## src/design/rwcp_pkg.sv

```systemverilog
`timescale 1ns / 1ps
// ----------------------------------------------------------------------------
// rwcp_pkg
// Shared types, chunk tags and signature table for the RIFF/WAVE parser.
// ----------------------------------------------------------------------------
package rwcp_pkg;

    // file geometry
    localparam logic [31:0] MIN_FILE_LEN = 32'd44;
    localparam logic [31:0] WALK_START   = 32'd12;
    localparam logic [31:0] FMT_CAPTURE  = 32'd16;

    // chunk tags, little-endian as they arrive
    localparam logic [31:0] TAG_FMT  = 32'h2074_6D66;
    localparam logic [31:0] TAG_DATA = 32'h6174_6164;
    localparam logic [15:0] FMT_PCM  = 16'd1;

    // walk stages
    localparam logic [1:0] STG_HEADER  = 2'd0;
    localparam logic [1:0] STG_BODY    = 2'd1;
    localparam logic [1:0] STG_STOPPED = 2'd2;

    // report status codes
    localparam logic [1:0] ST_OK        = 2'd0;
    localparam logic [1:0] ST_SHORT     = 2'd1;
    localparam logic [1:0] ST_BAD_SIG   = 2'd2;
    localparam logic [1:0] ST_MISSING   = 2'd3;

    // result kinds
    localparam logic KIND_AUDIO  = 1'b0;
    localparam logic KIND_REPORT = 1'b1;

    typedef struct packed {
        logic [7:0]  file_byte;
        logic [31:0] file_length;
        logic        last_byte;
    } t_in_item;

    typedef struct packed {
        logic        kind;
        logic [7:0]  audio_byte;
        logic [1:0]  status;
        logic [15:0] format_tag;
        logic [15:0] channels;
        logic [31:0] sample_rate;
        logic [31:0] bytes_per_sec;
        logic [15:0] block_align;
        logic [15:0] bits_per_sample;
        logic [31:0] data_length;
    } t_out_item;

    // controller -> datapath
    typedef struct packed {
        logic step;         // input item accepted this cycle
        logic load_audio;   // put the current byte into the output register
        logic mul1;         // channels * bits
        logic mul2;         // align fix and byte rate
        logic load_report;  // put the report out and clear all walk state
    } t_cmd;

    // datapath -> controller
    typedef struct packed {
        logic emit;   // current input byte is audio
        logic last;   // current input byte ends the file
    } t_sts;

    // 1 when a byte of the 12-byte file signature does not match
    function automatic logic sig_mismatch(input logic [3:0] pos, input logic [7:0] b);
        logic [7:0] want;
        logic       care;
        care = 1'b1;
        want = 8'h00;
        case (pos)
            4'd0:    want = 8'h52;  // R
            4'd1:    want = 8'h49;  // I
            4'd2:    want = 8'h46;  // F
            4'd3:    want = 8'h46;  // F
            4'd8:    want = 8'h57;  // W
            4'd9:    want = 8'h41;  // A
            4'd10:   want = 8'h56;  // V
            4'd11:   want = 8'h45;  // E
            default: care = 1'b0;   // size field, unchecked
        endcase
        return care && (want != b);
    endfunction

endpackage

```

## src/design/rwcp_ctrl.sv

```systemverilog
`timescale 1ns / 1ps
// ----------------------------------------------------------------------------
// rwcp_ctrl
// Sequencer: byte intake, report arithmetic steps and output register valid.
// ----------------------------------------------------------------------------
module rwcp_ctrl (
    input  logic           i_clk,
    input  logic           i_rst_n,
    input  logic           i_in_valid,
    output logic           o_in_stall,
    output logic           o_out_valid,
    input  logic           i_out_stall,
    input  rwcp_pkg::t_sts i_sts,
    output rwcp_pkg::t_cmd o_cmd
);

    localparam logic [1:0] S_IDLE   = 2'd0;
    localparam logic [1:0] S_MUL1   = 2'd1;
    localparam logic [1:0] S_MUL2   = 2'd2;
    localparam logic [1:0] S_REPORT = 2'd3;

    logic [1:0] r_state, n_state;
    logic       r_out_valid, n_out_valid;
    logic       out_free;
    logic       accept;

    // output register can take a new item this cycle
    assign out_free = !r_out_valid || !i_out_stall;

    assign o_in_stall  = (r_state != S_IDLE) || !out_free;
    assign accept      = i_in_valid && !o_in_stall;
    assign o_out_valid = r_out_valid;

    // commands
    always_comb begin
        o_cmd             = '0;
        o_cmd.step        = accept;
        o_cmd.load_audio  = accept && i_sts.emit;
        o_cmd.mul1        = (r_state == S_MUL1);
        o_cmd.mul2        = (r_state == S_MUL2);
        o_cmd.load_report = (r_state == S_REPORT) && out_free;
    end

    // next state
    always_comb begin
        n_state = r_state;
        unique case (r_state)
            S_IDLE:   if (accept && i_sts.last) n_state = S_MUL1;
            S_MUL1:   n_state = S_MUL2;
            S_MUL2:   n_state = S_REPORT;
            S_REPORT: if (out_free) n_state = S_IDLE;
            default:  n_state = S_IDLE;
        endcase
    end

    // output valid flag
    always_comb begin
        n_out_valid = r_out_valid;
        if (o_cmd.load_audio || o_cmd.load_report) begin
            n_out_valid = 1'b1;
        end else if (r_out_valid && !i_out_stall) begin
            n_out_valid = 1'b0;
        end
    end

    always_ff @(posedge i_clk) begin
        if (!i_rst_n) begin
            r_state     <= S_IDLE;
            r_out_valid <= 1'b0;
        end else begin
            r_state     <= n_state;
            r_out_valid <= n_out_valid;
        end
    end

endmodule

```

## src/design/rwcp_dp.sv

```systemverilog
`timescale 1ns / 1ps
// ----------------------------------------------------------------------------
// rwcp_dp
// Chunk walker, format capture, report arithmetic and output register.
// ----------------------------------------------------------------------------
module rwcp_dp (
    input  logic                i_clk,
    input  logic                i_rst_n,
    input  rwcp_pkg::t_in_item  i_in_data,
    input  rwcp_pkg::t_cmd      i_cmd,
    output rwcp_pkg::t_sts      o_sts,
    output rwcp_pkg::t_out_item o_out_data
);

    logic [31:0] r_pos,       n_pos;
    logic [1:0]  r_stage,     n_stage;
    logic [2:0]  r_hdr_cnt,   n_hdr_cnt;
    logic [31:0] r_tag,       n_tag;
    logic [31:0] r_size,      n_size;
    logic [32:0] r_remain,    n_remain;
    logic [32:0] r_off,       n_off;
    logic        r_sig_ok,    n_sig_ok;
    logic        r_have_fmt,  n_have_fmt;
    logic        r_have_data, n_have_data;
    logic [31:0] r_last_size, n_last_size;
    logic [7:0]  r_fmt [16];
    logic [1:0]  r_status;
    logic [15:0] r_expect;
    logic [15:0] r_align;
    logic [31:0] r_bps;
    rwcp_pkg::t_out_item r_out, n_out;

    logic [7:0]  b;
    logic [31:0] flen;
    logic        walk_en;
    logic        in_body;
    logic        body_fmt;
    logic        emit;
    logic        store_wr;
    logic        store_clr;
    logic [31:0] size_full;
    logic [33:0] chunk_end;
    logic        overrun;
    logic [1:0]  status_now;

    logic [15:0] f_tag, f_ch, f_align, f_bits;
    logic [31:0] f_rate, f_bps;
    logic [31:0] ch_bits;
    logic [15:0] align_fix;
    logic [47:0] rate_align;

    assign b    = i_in_data.file_byte;
    assign flen = i_in_data.file_length;

    // walk gating and body byte decode
    assign walk_en = (r_pos >= rwcp_pkg::WALK_START) && (flen >= rwcp_pkg::MIN_FILE_LEN)
                     && r_sig_ok && (r_pos < flen) && (r_stage != rwcp_pkg::STG_STOPPED);
    assign in_body  = walk_en && (r_stage == rwcp_pkg::STG_BODY);
    assign body_fmt = (r_tag == rwcp_pkg::TAG_FMT) && (r_size >= rwcp_pkg::FMT_CAPTURE);
    assign emit     = in_body && (r_tag == rwcp_pkg::TAG_DATA) && (r_off < {1'b0, r_size});
    assign store_wr = i_cmd.step && in_body && body_fmt && (r_off[32:4] == '0);

    assign o_sts.emit = emit;
    assign o_sts.last = i_in_data.last_byte;

    // header completion: size with its top byte arriving now
    assign size_full = {b, r_size[23:0]};
    assign chunk_end = {2'b00, r_pos} + 34'd1 + {2'b00, size_full};
    assign overrun   = chunk_end > {2'b00, flen};

    // per-byte state update
    always_comb begin
        n_pos       = (r_pos == '1) ? r_pos : r_pos + 32'd1;
        n_stage     = r_stage;
        n_hdr_cnt   = r_hdr_cnt;
        n_tag       = r_tag;
        n_size      = r_size;
        n_remain    = r_remain;
        n_off       = r_off;
        n_sig_ok    = r_sig_ok;
        n_have_fmt  = r_have_fmt;
        n_have_data = r_have_data;
        n_last_size = r_last_size;
        store_clr   = 1'b0;

        if (r_pos < rwcp_pkg::WALK_START) begin
            if (rwcp_pkg::sig_mismatch(r_pos[3:0], b)) n_sig_ok = 1'b0;
        end else if (walk_en && r_stage == rwcp_pkg::STG_BODY) begin
            n_off    = r_off + 33'd1;
            n_remain = r_remain - 33'd1;
            if (r_remain == 33'd1) n_stage = rwcp_pkg::STG_HEADER;
        end else if (walk_en) begin
            // header byte: tag bytes 0..3, size bytes 4..7
            n_hdr_cnt = r_hdr_cnt + 3'd1;
            if (r_hdr_cnt == 3'd0) begin
                n_tag  = {24'd0, b};
                n_size = '0;
            end else if (!r_hdr_cnt[2]) begin
                n_tag[8*r_hdr_cnt[1:0] +: 8] = b;
            end else begin
                n_size[8*r_hdr_cnt[1:0] +: 8] = b;
            end
            if (r_hdr_cnt == 3'd7) begin
                n_hdr_cnt = '0;
                n_off     = '0;
                if (overrun) begin
                    n_stage  = rwcp_pkg::STG_STOPPED;
                    n_remain = '0;
                end else begin
                    if (r_tag == rwcp_pkg::TAG_FMT && size_full >= rwcp_pkg::FMT_CAPTURE) begin
                        store_clr  = 1'b1;
                        n_have_fmt = 1'b1;
                    end else if (r_tag == rwcp_pkg::TAG_DATA) begin
                        n_have_data = 1'b1;
                        n_last_size = size_full;
                    end
                    // odd bodies carry a pad byte
                    n_remain = {1'b0, size_full} + {32'd0, size_full[0]};
                    n_stage  = (size_full == '0) ? rwcp_pkg::STG_HEADER : rwcp_pkg::STG_BODY;
                end
            end
        end
    end

    // report status as it stands after the final byte
    always_comb begin
        if (flen < rwcp_pkg::MIN_FILE_LEN) begin
            status_now = rwcp_pkg::ST_SHORT;
        end else if (!n_sig_ok || r_pos < (rwcp_pkg::WALK_START - 32'd1)) begin
            status_now = rwcp_pkg::ST_BAD_SIG;
        end else if (!n_have_fmt || !n_have_data) begin
            status_now = rwcp_pkg::ST_MISSING;
        end else begin
            status_now = rwcp_pkg::ST_OK;
        end
    end

    // walk registers
    always_ff @(posedge i_clk) begin
        if (!i_rst_n || i_cmd.load_report) begin
            r_pos       <= '0;
            r_stage     <= rwcp_pkg::STG_HEADER;
            r_hdr_cnt   <= '0;
            r_tag       <= '0;
            r_size      <= '0;
            r_remain    <= '0;
            r_off       <= '0;
            r_sig_ok    <= 1'b1;
            r_have_fmt  <= 1'b0;
            r_have_data <= 1'b0;
            r_last_size <= '0;
        end else if (i_cmd.step) begin
            r_pos       <= n_pos;
            r_stage     <= n_stage;
            r_hdr_cnt   <= n_hdr_cnt;
            r_tag       <= n_tag;
            r_size      <= n_size;
            r_remain    <= n_remain;
            r_off       <= n_off;
            r_sig_ok    <= n_sig_ok;
            r_have_fmt  <= n_have_fmt;
            r_have_data <= n_have_data;
            r_last_size <= n_last_size;
        end
    end

    // format store: first 16 body bytes of the latest fmt chunk of 16 bytes or more
    always_ff @(posedge i_clk) begin
        if (!i_rst_n || i_cmd.load_report || (i_cmd.step && store_clr)) begin
            for (int i = 0; i < 16; i++) r_fmt[i] <= '0;
        end else if (store_wr) begin
            r_fmt[r_off[3:0]] <= b;
        end
    end

    // format fields
    assign f_tag   = {r_fmt[1],  r_fmt[0]};
    assign f_ch    = {r_fmt[3],  r_fmt[2]};
    assign f_rate  = {r_fmt[7],  r_fmt[6],  r_fmt[5], r_fmt[4]};
    assign f_bps   = {r_fmt[11], r_fmt[10], r_fmt[9], r_fmt[8]};
    assign f_align = {r_fmt[13], r_fmt[12]};
    assign f_bits  = {r_fmt[15], r_fmt[14]};

    // PCM fix-up arithmetic
    assign ch_bits    = f_ch * f_bits;
    assign align_fix  = (f_tag == rwcp_pkg::FMT_PCM && r_expect != '0 && f_align != r_expect)
                        ? r_expect : f_align;
    assign rate_align = f_rate * align_fix;

    always_ff @(posedge i_clk) begin
        if (i_cmd.step && i_in_data.last_byte) r_status <= status_now;
        if (i_cmd.mul1) r_expect <= ch_bits[18:3];
        if (i_cmd.mul2) begin
            r_align <= align_fix;
            r_bps   <= (f_tag == rwcp_pkg::FMT_PCM) ? rate_align[31:0] : f_bps;
        end
    end

    // output register next value
    always_comb begin
        n_out = r_out;
        if (i_cmd.load_audio) begin
            n_out            = '0;
            n_out.kind       = rwcp_pkg::KIND_AUDIO;
            n_out.audio_byte = b;
        end else if (i_cmd.load_report) begin
            n_out        = '0;
            n_out.kind   = rwcp_pkg::KIND_REPORT;
            n_out.status = r_status;
            if (r_status == rwcp_pkg::ST_OK) begin
                n_out.format_tag      = f_tag;
                n_out.channels        = f_ch;
                n_out.sample_rate     = f_rate;
                n_out.bytes_per_sec   = r_bps;
                n_out.block_align     = r_align;
                n_out.bits_per_sample = f_bits;
                n_out.data_length     = r_last_size;
            end
        end
    end

    // output register
    always_ff @(posedge i_clk) begin
        r_out <= n_out;
    end

    assign o_out_data = r_out;

endmodule

```

## src/design/riff_wave_chunk_parser_top.sv

```systemverilog
`timescale 1ns / 1ps
// ----------------------------------------------------------------------------
// riff_wave_chunk_parser_top
// RIFF/WAVE byte-stream parser: forwards data chunk audio, reports format.
// ----------------------------------------------------------------------------
// Feed the file one byte per item with its total length and a last-byte mark.
// A file streams at one byte per clock as long as the output side keeps taking
// items; the single output register is the only buffering, so while an output
// item waits under stall no input item is taken. After the last byte the parser
// takes no new file until it has done the report arithmetic (channels*bits, then
// the block align fix and rate*block align) and loaded the report once the
// output register is free. Audio bytes of every complete data chunk come
// out first, then one report item ends the file, and the parser returns to
// its reset state for the next file.
module riff_wave_chunk_parser_top (
    input  logic                i_clk,
    input  logic                i_rst_n,
    input  logic                i_in_valid,
    output logic                o_in_stall,
    input  rwcp_pkg::t_in_item  i_in_data,
    output logic                o_out_valid,
    input  logic                i_out_stall,
    output rwcp_pkg::t_out_item o_out_data
);

    rwcp_pkg::t_cmd cmd;
    rwcp_pkg::t_sts sts;

    rwcp_ctrl u_ctrl (
        .i_clk       (i_clk),
        .i_rst_n     (i_rst_n),
        .i_in_valid  (i_in_valid),
        .o_in_stall  (o_in_stall),
        .o_out_valid (o_out_valid),
        .i_out_stall (i_out_stall),
        .i_sts       (sts),
        .o_cmd       (cmd)
    );

    rwcp_dp u_dp (
        .i_clk      (i_clk),
        .i_rst_n    (i_rst_n),
        .i_in_data  (i_in_data),
        .i_cmd      (cmd),
        .o_sts      (sts),
        .o_out_data (o_out_data)
    );

endmodule
```

## config.mk

```make
export PLATFORM = sky130hd
export DESIGN_NAME = riff_wave_chunk_parser_top
export DESIGN_NICKNAME = d
export VERILOG_FILES = /design/src/design/rwcp_pkg.sv /design/src/design/rwcp_ctrl.sv /design/src/design/rwcp_dp.sv /design/src/design/riff_wave_chunk_parser_top.sv
export SDC_FILE = /design/constraint.sdc
export NUM_CORES = 2
export LEC_CHECK = 0
export BUFFER_PORTS_ARGS = -buffer_cell sky130_fd_sc_hd__buf_4
export CORE_MARGIN = 4
export CORE_UTILIZATION = 45
export CTS_BUF_LIST = sky130_fd_sc_hd__clkbuf_16
export DETAILED_ROUTE_END_ITERATION = 16
export GPL_TIMING_DRIVEN = 1
export PLACE_DENSITY = 0.6
export REMOVE_ABC_BUFFERS = 1
export SLEW_MARGIN = 5
export SYNTH_ARGS = -nofsm -noshare
export SYNTH_HDL_FRONTEND = slang
export SYNTH_HIERARCHICAL = 1
export SYNTH_SLANG_ARGS = --single-unit
```

## constraint.sdc

```tcl
create_clock -name i_clk -period 24.4 [get_ports i_clk]
set_input_delay 1.22 -clock i_clk [delete_from_list [all_inputs] [get_ports i_clk]]
set_output_delay 1.22 -clock i_clk [all_outputs]
set_load 0.02 [all_outputs]
```

==> results.json <==
{
  "cp_common_cell": "fa_1",
  "cts_buffers": 70,
  "cts_sinks": 570,
  "syn_inst": 4617,
  "setup_violations": 0,
  "post_cts_resized": 0,
  "syn_to_final_growth_pct": 11.5,
  "synth_ff_type": "dfxtp_1",
  "yosys.cell_types.count": 81,
  "cts_tree": "built",
  "num_io_pins": 218,
  "route.detailed.drc": 0,
  "slew_headroom_pct": 11.6,
  "fill_cells": 9078,
  "cts_hold_buf": 0,
  "highest_layer": "met4",
  "wl_per_cell_um": 21.6,
  "clock_latency_ps": 650,
  "finalWirelength_um": 130000,
  "floorplan.die_area_um2": 102000,
  "io_buffers": 217,
  "cts_root_buf": "clkbuf_16",
  "multiInputGateArea_um2": 26900,
  "first_pass_iters": 7,
  "worstMarginPinSlew_ps": 1310,
  "gp_congestion": 0.884,
  "regArea_um2": 13400,
  "synth_area_leader_cell": "fa_1",
  "cts_max_path_buffers": 3,
  "synth_top_area_share_pct": 19.5,
  "num_vias": 33700,
  "drive_above_1_share_pct": 8.95,
  "cp_max_fo": 61,
  "ys_top_cells_by_area": "fa_1 19%, dfxtp_1 17%, edfxtp_1 14%",
  "worstSetupPathType": "reg2reg",
  "first_global_vias": 34400,
  "place_hpwl_um": 91700,
  "fin_skew_ps": 32.4,
  "die_h_um": 319,
  "ant_nets": 0,
  "ys_warn_count": 6,
  "maxCapViolations": 0,
  "wl_met1_um": 53300,
  "setup_tns_ps": 0,
  "leakagePower_nw": 21.3,
  "synth-async-reset-ratio_pct": 0,
  "syn-cell-area_um2": 43600,
  "dr.first_iter.drc_count": 2466,
  "route.met3.wl_um": 7760,
  "outcome": "complete, no violations",
  "hold_path.class": "reg2reg",
  "clk_pin_slew_ps": 60,
  "htreeDepth": 3,
  "vdd_drop_max_uv": 86.3,
  "ys_seq_area_share_pct": 30.8,
  "cp-start-kind": "flip-flop",
  "syn_area_per_cell_um2": 9.43,
  "met2_wirelength_um": 64600,
  "nNetsFinal": 5436,
  "finalCritPeriodShare_pct": 37.4,
  "fmax_ghz": 0.110,
  "period_minus_slack_ps": 9120,
  "worst_path_largest_cell_delay_ps": 650,
  "core_region_area_um2": 95600,
  "rsz0062_at_grt": "false",
  "gr-total-overflow": 0,
  "dieWidth_um": 319,
  "grt_pass1_wl_um": 204000,
  "hold_viol": 0,
  "grt_usage_pct": 25.5,
  "cp_slowest_cell": "mux2_2",
  "ys_ff_latch": 570,
  "crit_path_end_kind": "flip-flop",
  "initial_utilization_pct": 45.6,
  "rows": 113,
  "grt_max_degree": 90,
  "postCtsSetupRepairBufs": 0,
  "antenna_found_initial": 4,
  "arrival_ps": 9470,
  "required_ps": 24750,
  "vias_per_cell": 5.59,
  "power_w": 0.00421,
  "power_density_nw_per_um2": 86.7,
  "synth-edff-count": 202,
  "drv_slew": 0
}
==> path summary, 6_finish.rpt <==
check                                                     from                          endpoint  slack, ps  cells after the start
worst max-delay path            u_dp/r_fmt[1][3]$_SDFFCE_PN0P_          u_dp/r_bps[30]$_DFFE_PP_      15280                     30
worst min-delay path                   u_dp/r_bps[8]$_DFFE_PP_  u_dp/o_out_data[72]$_SDFFE_PP0P_        440                      1
worst max register to register  u_dp/r_fmt[1][3]$_SDFFCE_PN0P_          u_dp/r_bps[30]$_DFFE_PP_      15280                     30
worst min register to register         u_dp/r_bps[8]$_DFFE_PP_  u_dp/o_out_data[72]$_SDFFE_PP0P_        440                      1
==> critical path, delay by kind of cell, from the launching register on <==
kind / cells / cell delay [ps]
adder cells (fa/ha/maj): 7 / 3480
flip-flops: 1 / 390
buffers and inverters: 5 / 550
XOR/XNOR: 1 / 170
AND/OR/NAND/NOR: 8 / 1860
AO/OA/AOI/OAI: 8 / 1710
multiplexers: 1 / 650
==> cells in the mapped netlist (all sizes together), types with 5 or more instances <==
| cell | number |
|---|---|
| or3 | 19 |
| o21bai | 18 |
| mux2i | 62 |
| nand2b | 36 |
| nor4 | 177 |
| mux2 | 20 |
| buf | 42 |
| a21oi | 138 |
| nor3 | 42 |
| a2bb2oi | 6 |
| ha | 266 |
| o21a | 16 |
| or2 | 6 |
| nand3 | 101 |
| and2 | 268 |
| a211o | 5 |
| xor2 | 84 |
| xnor2 | 143 |
| inv | 619 |
| nand2 | 508 |
| nor2b | 22 |
| a22o | 160 |
| a31oi | 12 |
| o31ai | 32 |
| a21o | 63 |
| nor2 | 234 |
| clkbuf | 205 |
| fa | 424 |
| dfxtp | 368 |
| o221a | 7 |
| o211a | 6 |
| and4 | 13 |
| o21ai | 140 |
| nand4b | 6 |
| nor4b | 5 |
| nand4 | 61 |
| edfxtp | 202 |
| a211oi | 8 |
| and3 | 23 |
==> layout make-up <==
type | count | share of cell area, %
timing repair buffer | 259 | 4.00
clock inverter | 56 | 1.08
tap | 1265 | 3.26
antenna | 4 | 0.0206
inverter | 619 | 4.78
multi-input combinational | 3181 | 55.4
clock buffer | 74 | 3.81
sequential | 570 | 27.7
==> layer usage <==
metal | GRT usage, % | vias up
li1 | - | 15600
met1 | 32.4 | 16800
met2 | 44.5 | 1093
met3 | 3.68 | 247
met4 | 8.68 | 0
met5 | 0 | -
==> flip-flops by register name, indices dropped and copies added, names as in the netlist, 2 cells and up <==
name	cells
u_dp/o_out_data	171
u_dp/r_fmt	128
u_dp/r_off	33
u_dp/r_remain	33
u_dp/r_bps	32
u_dp/r_last_size	32
u_dp/r_pos	32
u_dp/r_size	32
u_dp/r_tag	32
u_dp/r_align	16
u_dp/r_expect	16
u_dp/r_hdr_cnt	3
u_ctrl/r_state	2
u_dp/r_stage	2
u_dp/r_status	2
==> per-stage QoR <==
step	hold WS [ps]	area, µm²	setup WS [ps]	util [%]	std cells
global route	460	48600	14740	50.8	6024
CTS	446	48600	15230	50.8	6024
floorplan	432	42600	8400	-	4370
global placement	438	46200	15440	48.3	5894
detailed placement	441	46200	15290	48.3	5894
finish	444	48600	15280	50.8	6028
==> report_power, final <==
part           internal, W  leakage, nW  switching, W
Sequential         0.00108         4.98     0.0000828
Combinational     0.000788         15.1       0.00118
Clock             0.000631         1.21      0.000447
==> logic make-up (layout without fill, tap and decap cells) <==
group / Yosys count / after routing / share of synthesized area [%]
AND/OR/NAND/NOR: 1534 / 1534 / 17.7
buffers and inverters: 866 / 1008 / 7.55
adder cells (fa/ha/maj): 690 / 690 / 27.1
AO/OA/AOI/OAI: 647 / 647 / 10.3
flip-flops: 570 / 570 / 30.8
XOR/XNOR: 228 / 228 / 4.62
multiplexers: 82 / 82 / 1.95
other: 0 / 4 / 0
==> cells in the final DEF, fill, tap and decap left out, drive strengths merged, types with 18 or more instances in the layout <==
cell,count
nand2b,36
or3,19
nor2b,22
nor3,42
nor4,177
inv,640
and3,23
a21oi,138
a22o,160
clkbuf,74
o21ai,140
and2,268
buf,259
fa,424
xnor2,143
nor2,234
o31ai,32
xor2,84
nand4,61
edfxtp,202
clkinv,26
nand3,101
ha,266
a21o,63
nand2,508
mux2,20
o21bai,18
dfxtp,368
mux2i,62
No activity file was read; power rests on OpenSTA's default activity.
